<file path="src/rtl/residual_group_rms_normalize_macros.svh">
`ifndef RESIDUAL_GROUP_RMS_NORMALIZE_MACROS_SVH
`define RESIDUAL_GROUP_RMS_NORMALIZE_MACROS_SVH

// Condition that must hold at every clock edge out of reset.
`define RGRN_ASSERT(lbl, cond, msg) \
	lbl: assert property (@(posedge clk) disable iff (!arst_n) (cond)) else $error(msg);

// Trigger in one cycle implies the consequence in the next.
`define RGRN_ASSERT_NEXT(lbl, trig, cons, msg) \
	lbl: assert property (@(posedge clk) disable iff (!arst_n) (trig) |=> (cons)) else $error(msg);

`endif

</file>
<file path="src/rtl/rgrn_pkg.sv">
package rgrn_pkg;

	localparam int RES_W      = 32;
	localparam int SQ_W       = 64;
	localparam int FACT_W     = 48;
	localparam int N_W        = 7;
	localparam int MS_W       = 96;
	localparam int RAD_W      = 98;
	localparam int ROOT_W     = 49;
	localparam int SREM_W     = 53;
	localparam int QD_W       = 72;
	localparam int STEP_W     = 7;
	localparam int DIV_STEPS  = 96;
	localparam int SQRT_STEPS = 49;
	localparam int QDIV_STEPS = 72;
	localparam int CFG_IDX_W  = 3;

	localparam logic [FACT_W-1:0] FACT_MAX = {FACT_W{1'b1}};
	localparam logic [7:0] OUT_MAX = 8'd127;

	localparam logic [CFG_IDX_W-1:0] REG_STATE_GAIN  = 3'd0;
	localparam logic [CFG_IDX_W-1:0] REG_OUTPUT_GAIN = 3'd1;
	localparam logic [CFG_IDX_W-1:0] REG_PROJ_SHIFT  = 3'd2;
	localparam logic [CFG_IDX_W-1:0] REG_TARGET      = 3'd3;
	localparam logic [CFG_IDX_W-1:0] REG_EPSILON     = 3'd4;

	typedef enum logic [3:0] {
		S_LOAD,
		S_DRAIN,
		S_DIV,
		S_SQ_INIT,
		S_SQRT,
		S_QD_INIT,
		S_QDIV,
		S_FIN,
		S_RD,
		S_MUL,
		S_SUM,
		S_OUT
	} state_t;

	typedef struct packed {
		logic accept;
		logic start_div;
		logic div_step;
		logic start_sqrt;
		logic sqrt_step;
		logic start_qdiv;
		logic qdiv_step;
		logic fin_factor;
		logic em_mul;
		logic em_sum;
		logic em_load;
	} cmd_t;

	typedef struct packed {
		logic pipe_busy;
		logic row_full;
		logic out_free;
		logic em_last;
	} sts_t;

endpackage

</file>
<file path="src/rtl/rgrn_ctrl.sv">
module rgrn_ctrl (
	input  logic                 clk,
	input  logic                 arst_n,
	input  logic                 in_valid,
	input  logic                 row_end,
	output logic                 in_stall,
	input  rgrn_pkg::sts_t       sts,
	output rgrn_pkg::cmd_t       cmd
);

	rgrn_pkg::state_t state_q, state_d;
	logic [rgrn_pkg::STEP_W-1:0] cnt_q;
	logic last_step;

	always_comb begin
		last_step = 1'b0;
		case (state_q)
			rgrn_pkg::S_DIV:  last_step = cnt_q == rgrn_pkg::STEP_W'(rgrn_pkg::DIV_STEPS - 1);
			rgrn_pkg::S_SQRT: last_step = cnt_q == rgrn_pkg::STEP_W'(rgrn_pkg::SQRT_STEPS - 1);
			rgrn_pkg::S_QDIV: last_step = cnt_q == rgrn_pkg::STEP_W'(rgrn_pkg::QDIV_STEPS - 1);
			default:          last_step = 1'b0;
		endcase
	end

	always_comb begin
		state_d = state_q;
		case (state_q)
			rgrn_pkg::S_LOAD: begin
				if (in_valid && (row_end || sts.row_full)) state_d = rgrn_pkg::S_DRAIN;
			end
			rgrn_pkg::S_DRAIN: begin
				if (!sts.pipe_busy) state_d = rgrn_pkg::S_DIV;
			end
			rgrn_pkg::S_DIV: begin
				if (last_step) state_d = rgrn_pkg::S_SQ_INIT;
			end
			rgrn_pkg::S_SQ_INIT: state_d = rgrn_pkg::S_SQRT;
			rgrn_pkg::S_SQRT: begin
				if (last_step) state_d = rgrn_pkg::S_QD_INIT;
			end
			rgrn_pkg::S_QD_INIT: state_d = rgrn_pkg::S_QDIV;
			rgrn_pkg::S_QDIV: begin
				if (last_step) state_d = rgrn_pkg::S_FIN;
			end
			rgrn_pkg::S_FIN: state_d = rgrn_pkg::S_RD;
			rgrn_pkg::S_RD:  state_d = rgrn_pkg::S_MUL;
			rgrn_pkg::S_MUL: state_d = rgrn_pkg::S_SUM;
			rgrn_pkg::S_SUM: state_d = rgrn_pkg::S_OUT;
			rgrn_pkg::S_OUT: begin
				if (sts.out_free) state_d = sts.em_last ? rgrn_pkg::S_LOAD : rgrn_pkg::S_RD;
			end
			default: state_d = rgrn_pkg::S_LOAD;
		endcase
	end

	always_comb begin
		cmd = '0;
		in_stall = 1'b1;
		case (state_q)
			rgrn_pkg::S_LOAD: begin
				in_stall = 1'b0;
				cmd.accept = in_valid;
			end
			rgrn_pkg::S_DRAIN:   cmd.start_div = !sts.pipe_busy;
			rgrn_pkg::S_DIV:     cmd.div_step = 1'b1;
			rgrn_pkg::S_SQ_INIT: cmd.start_sqrt = 1'b1;
			rgrn_pkg::S_SQRT:    cmd.sqrt_step = 1'b1;
			rgrn_pkg::S_QD_INIT: cmd.start_qdiv = 1'b1;
			rgrn_pkg::S_QDIV:    cmd.qdiv_step = 1'b1;
			rgrn_pkg::S_FIN:     cmd.fin_factor = 1'b1;
			rgrn_pkg::S_MUL:     cmd.em_mul = 1'b1;
			rgrn_pkg::S_SUM:     cmd.em_sum = 1'b1;
			rgrn_pkg::S_OUT:     cmd.em_load = sts.out_free;
			default:             cmd = '0;
		endcase
	end

	always_ff @(posedge clk or negedge arst_n) begin
		if (!arst_n) begin
			state_q <= rgrn_pkg::S_LOAD;
			cnt_q   <= '0;
		end else begin
			state_q <= state_d;
			if (state_d != state_q) cnt_q <= '0;
			else cnt_q <= cnt_q + 1'b1;
		end
	end

endmodule

</file>
<file path="config.mk">
export PLATFORM = sky130hd
export DESIGN_NAME = rgrn_ctrl
export DESIGN_NICKNAME = d
export VERILOG_FILES = /design/src/rtl/residual_group_rms_normalize_macros.svh /design/src/rtl/rgrn_pkg.sv /design/src/rtl/rgrn_ctrl.sv
export SDC_FILE = /design/constraint.sdc
export NUM_CORES = 1
export LEC_CHECK = 0
export ABC_AREA = 1
export BUFFER_PORTS_ARGS = -buffer_cell sky130_fd_sc_hd__clkbuf_2
export CAP_MARGIN = 20
export CORE_UTILIZATION = 46
export CTS_CLUSTER_DIAMETER = 120
export DETAILED_ROUTE_END_ITERATION = 12
export PLACE_DENSITY_LB_ADDON = 0.12
export SETUP_SLACK_MARGIN = 0.15
export SYNTH_ARGS = -nofsm -noshare
export SYNTH_HDL_FRONTEND = slang
export SYNTH_SLANG_ARGS = --single-unit
</file>
<file path="constraint.sdc">
create_clock -name clk -period 1.6 [get_ports clk]
set_clock_uncertainty 0.15 [all_clocks]
set_input_delay 0.32 -clock clk [delete_from_list [all_inputs] [get_ports clk]]
set_output_delay 0.32 -clock clk [all_outputs]
set_load 0.01 [all_outputs]
</file>
* Yosys cells after proc, flatten, opt, wreduce, memory -nomap -nowiden
Cells that the tools add are included.
** Storage, ports and cells
- Bits in registers :: 11
- Input port bits :: 8
** Cells by class
- Muxes and demuxes :: 22
- Equality and inequality tests :: 15
- Add/subtract/negate cells :: 1
- Reductions and logical operators :: 4
** Operator list (count)
- 4-bit case mux with 12 select lines :: 1
- 4-bit 2-to-1 mux :: 7
- 4-bit by 3-bit == test with 1-bit output, second input constant :: 4
- 4-bit == test, second input constant :: 4
- 7-bit == test, second input constant :: 2
- 1-bit 2-to-1 mux :: 12
- 4-bit by 2-bit == test with 1-bit output, second input constant :: 2
- 7-bit by 1-bit adder with 7-bit output, second input constant :: 1
- 7-bit by 6-bit == test with 1-bit output, second input constant :: 1
- 7-bit 2-to-1 mux :: 1
- 4-bit by 1-bit == test with 1-bit output, second input constant :: 1
- 4-bit logical NOT :: 1
- 4-bit inequality test :: 1
- 1-bit case mux with 3 select lines :: 1
- 1-bit logical AND :: 1
- 1-bit logical NOT :: 1
- 1-bit logical OR :: 1

* Depth between registers and ports, before layout
- Depth in word-level cells :: 6
- Mapped depth :: 12
- Mapped depth without buffers :: 12

* Worst setup path after synthesis
Ideal clock, no wire load.
- Path type :: register to register
- From :: register state_q[3]
- To :: register cnt_q[2] (netlist bit)
- Buffers on the path :: 0
- Setup slack :: -0.057 ns
- Cell stages (with the launch flop) :: 10
- Arrival time :: 1.387 ns
- Library setup time :: 0.121 ns
- Clock period less this slack :: 1.657 ns
- Cells stage by stage :: dfrtp_1 nor2_2 nand2_2 nor2_2 o21ai_1 nor3b_2 nand2_2 nand2_2 nand2_4 nor2_2
** Between the ends
- Word-level cells in the longest chain between the ends :: 6
- Elaborated cells on any way between the ends :: 22
** RTL lines
- start: declaration :: line rgrn_ctrl.sv:11 : rgrn_pkg::state_t state_q, state_d;
- start signal: assignment :: line rgrn_ctrl.sv:80 : state_q <= rgrn_pkg::S_LOAD;
- start signal: assignment :: line rgrn_ctrl.sv:83 : state_q <= state_d;
- 4-bit by 3-bit == test with 1-bit output or 4-bit by 2-bit == test with 1-bit output (tied branches) :: line rgrn_ctrl.sv:17, rgrn_ctrl.sv:27
- 1-bit case mux with 3 select lines :: line rgrn_ctrl.sv:17 : case (state_q)
- 4-bit 2-to-1 mux (on tied branches) :: line rgrn_ctrl.sv:43, rgrn_ctrl.sv:35, rgrn_ctrl.sv:39
- 4-bit case mux with 12 select lines (*) :: line rgrn_ctrl.sv:27 : case (state_q)
- via state_d[0] :: line rgrn_ctrl.sv:11
- 4-bit inequality test (*) :: line rgrn_ctrl.sv:84 : if (state_d != state_q) cnt_q <= '0;
- 7-bit 2-to-1 mux (*) :: line rgrn_ctrl.sv:84
- end signal: assignment :: line rgrn_ctrl.sv:85 : else cnt_q <= cnt_q + 1'b1;
- end: declaration :: line rgrn_ctrl.sv:12 : logic [rgrn_pkg::STEP_W-1:0] cnt_q;
Mark *: on every way through the listed nets, which the timed path passes. The rest lies on a longest branch.

* Worst setup path after layout
- From :: register state_q[2]
- To :: register cnt_q[3] (netlist bit)
The elaborated chain is that of the path after synthesis.

==> reports/metrics.yaml <==
floorplan:
  start_util: 0.514
  coreArea_um2: 1580
  dieArea_um2: 1930
  die_h_um: 44.0
  io_pins: 20
  num_rows: 14
  die_w_um: 44.0
grt:
  grt_start_max_net_pins: 12
  antenna_found_initial: 0
  met2_usage: 0.445
  met1_usage: 0.349
  groute.usage.overall: 0.259
  grt_pass1_vias: 809
  overflow: 0
  grtUsageMet3: 0.0500
  grt_pass1_wl_um: 3590
  grt_busiest_layer: "met2"
finish:
  antenna_cells: 0
  fill_cells: 78
  fin_nets: 173
  ff_latch_area_um2: 279
  multi_input_area_um2: 573
  area_growth_pct: 70.8
  drive_gt1_frac: 0.644
clock_tree:
  cts_tree: "yes"
  cts_sinks: 11
  cts_buffers: 3
  clkTransAtPathRegs_ps: 70
  cts_buffer_depth: 2
  clock-root-buffer: "clkbuf_4"
  clk_latency_ps: 270
  htreeDepth: 1
timing:
  slew_headroom: 0.786
  timing.hold.ws_ps: 278
  finalHoldViolCount: 0
  fmax_mhz: 543
  min_period_ps: 1840
  min_period_over_period: 1.15
  worst_slack_ps: -241
  finalSetupViolations: 19
  drv_slew: 0
  max_slew.worst_pin.slew_ps: 320
  rsz0062_at_grt: "yes"
  setup_tns_ps: -3610
status:
  violations: "DRC, setup timing"
  outcome: "finished with violations"
detailed_routing:
  detail-route-antenna-nets: 0
  vias: 933
  routed_wl_um: 2650
  vias_per_cell: 5.21
  first_iter_violations: 30
  avgRoutedWirePerCell_um: 14.8
  first_pass_iters: 9
  drt_drc_violations_left: 2
placement:
  place.gp.congestion: 0.796
  dp_hpwl_um: 1580
  portBuffers: 19
  place_ws_ps: -169
worst_hold_path:
  hp-class: "primary input to flop"
  hold-path-cell-count: 4
critical_path:
  r2r.worst_path.cells: 12
  path_class: "flop to flop"
  path_max_fanout: 7
  worstPathRequired_ps: 1600
  endpoint_kind: "flop"
  worstSetupStartpointType: "flop"
  arrival_ps: 1840
power:
  power.static_leakage_nw: 0.723
  totalPowerFinal_mw: 2.64
  p_per_area_nw_per_um2: 1910
  ir_drop_mv: 1.40
yosys:
  synth_fp_nets: 119
  avgSynthCellArea_um2: 7.37
  syn_area_um2: 811
  syn_inst: 110
  synth_cell_type_count: 23
  synth-seq-cells: 11
  yosys_warnings: 0
  synth.area.top_cells: "dfrtp_1 (34%), nor2_2 (12%), nand2_1 (9.7%)"
  netlist.top_cell.by_area: "dfrtp_1"
  ys_seq_area_frac: 0.340
  synth.top_cell.area_share: 0.340
flow_run:
  maxCapViolations: 0
metrics by stage:
step	cell area [µm²]	std cells	utilization
floorplan	843	110	-
global placement	1080	161	0.684
detailed placement	1080	161	0.684
CTS	1210	173	0.771
global route	1390	179	0.879
finish	1390	179	0.879
cells by family after synthesis:
logic type	synth area share
adder cells (fa/ha/maj)	0.0154
buffers and inverters	0.0880
flip-flops	0.340
AO/OA/AOI/OAI	0.0741
XOR/XNOR	0.0540
AND/OR/NAND/NOR	0.429
worst paths after layout:
| path | from | endpoint | slack, ps |
|---|---|---|---|
| setup / recovery | state_q[2]$_DFF_PN0_ | cnt_q[3]$_DFF_PN0_ | -240 |
| min in group asynchronous | arst_n | state_q[1]$_DFF_PN0_ | 310 |
| hold reg to reg | cnt_q[0]$_DFF_PN0_ | cnt_q[0]$_DFF_PN0_ | 340 |
| hold / removal | sts[0] | state_q[3]$_DFF_PN0_ | 280 |
| max in group asynchronous | arst_n | state_q[3]$_DFF_PN0_ | 740 |
| setup reg to reg | state_q[2]$_DFF_PN0_ | cnt_q[3]$_DFF_PN0_ | -240 |
state kept, by name (all words and copies together) (netlist names):
signal	cells
cnt_q	7
state_q	4
power by group:
group	internal (mW)	total (mW)	switching, mW
clock network	0.0964	0.194	0.0973
registers	0.360	0.480	0.120
logic	0.950	1.97	1.02
per-layer routing:
metal  share of wire  vias up
met4          0.0094        0
met1            0.39      454
li1                -      442
met5               0        -
met3           0.051        4
met2            0.55       33
worst max-delay path, cell delays in order, from the launching register on:
cell	delay, ps
dfrtp_1	400
buf_4	150
nor2_4	110
buf_6	120
nand2_2	50
inv_2	70
nand2_1	70
o21ai_0	140
nand2_1	130
nand2_2	90
nand2_2	60
nand2_4	130
nor2_2	50
cells in the mapped netlist:
| master | count |
|---|---|
| nor3b_2 | 1 |
| nand2_4 | 2 |
| inv_2 | 7 |
| a21oi_1 | 1 |
| o21ai_1 | 2 |
| o21ai_0 | 2 |
| dfrtp_1 | 11 |
| o22ai_1 | 1 |
| inv_1 | 12 |
| nand2_1 | 21 |
| nand2_2 | 6 |
| nor2_4 | 1 |
| nor2_2 | 15 |
| a211oi_1 | 1 |
| ha_1 | 1 |
| xor2_1 | 4 |
| a211oi_2 | 1 |
| nand3b_1 | 2 |
| nand3_1 | 7 |
| xnor2_1 | 1 |
| nor3b_1 | 1 |
| o21ai_2 | 1 |
| nor2_1 | 9 |
cell usage in the layout (no fill, tap or decap), drive strengths merged, types with 2 or more instances in the layout:
cell type	count
inv	19
o21ai	5
buf	39
nand2	29
dfrtp	11
nor2	25
clkbuf	13
xor2	4
a211oi	2
nor3b	2
nand3	7
nand3b	2
timing repair:
| item | in CTS | in global routing |
|---|---|---|
| pin swaps | 7 | 9 |
| hold buffers | 1 | 0 |
| endpoints found under the setup margin | 20 | 21 |
| gates cloned | 0 | 0 |
| resized for setup | 17 | 38 |
| setup buffers | 7 | 6 |
| endpoints found under the hold margin | 11 | 0 |
layout make-up:
class	instances	share of cell area
repair buffers	49	0.298
flip-flops and latches	11	0.201
well taps	16	0.0145
clock buffers	4	0.0190
multi-input cells	80	0.414
inverters	19	0.0533
(Power assumes the default switching activity.)
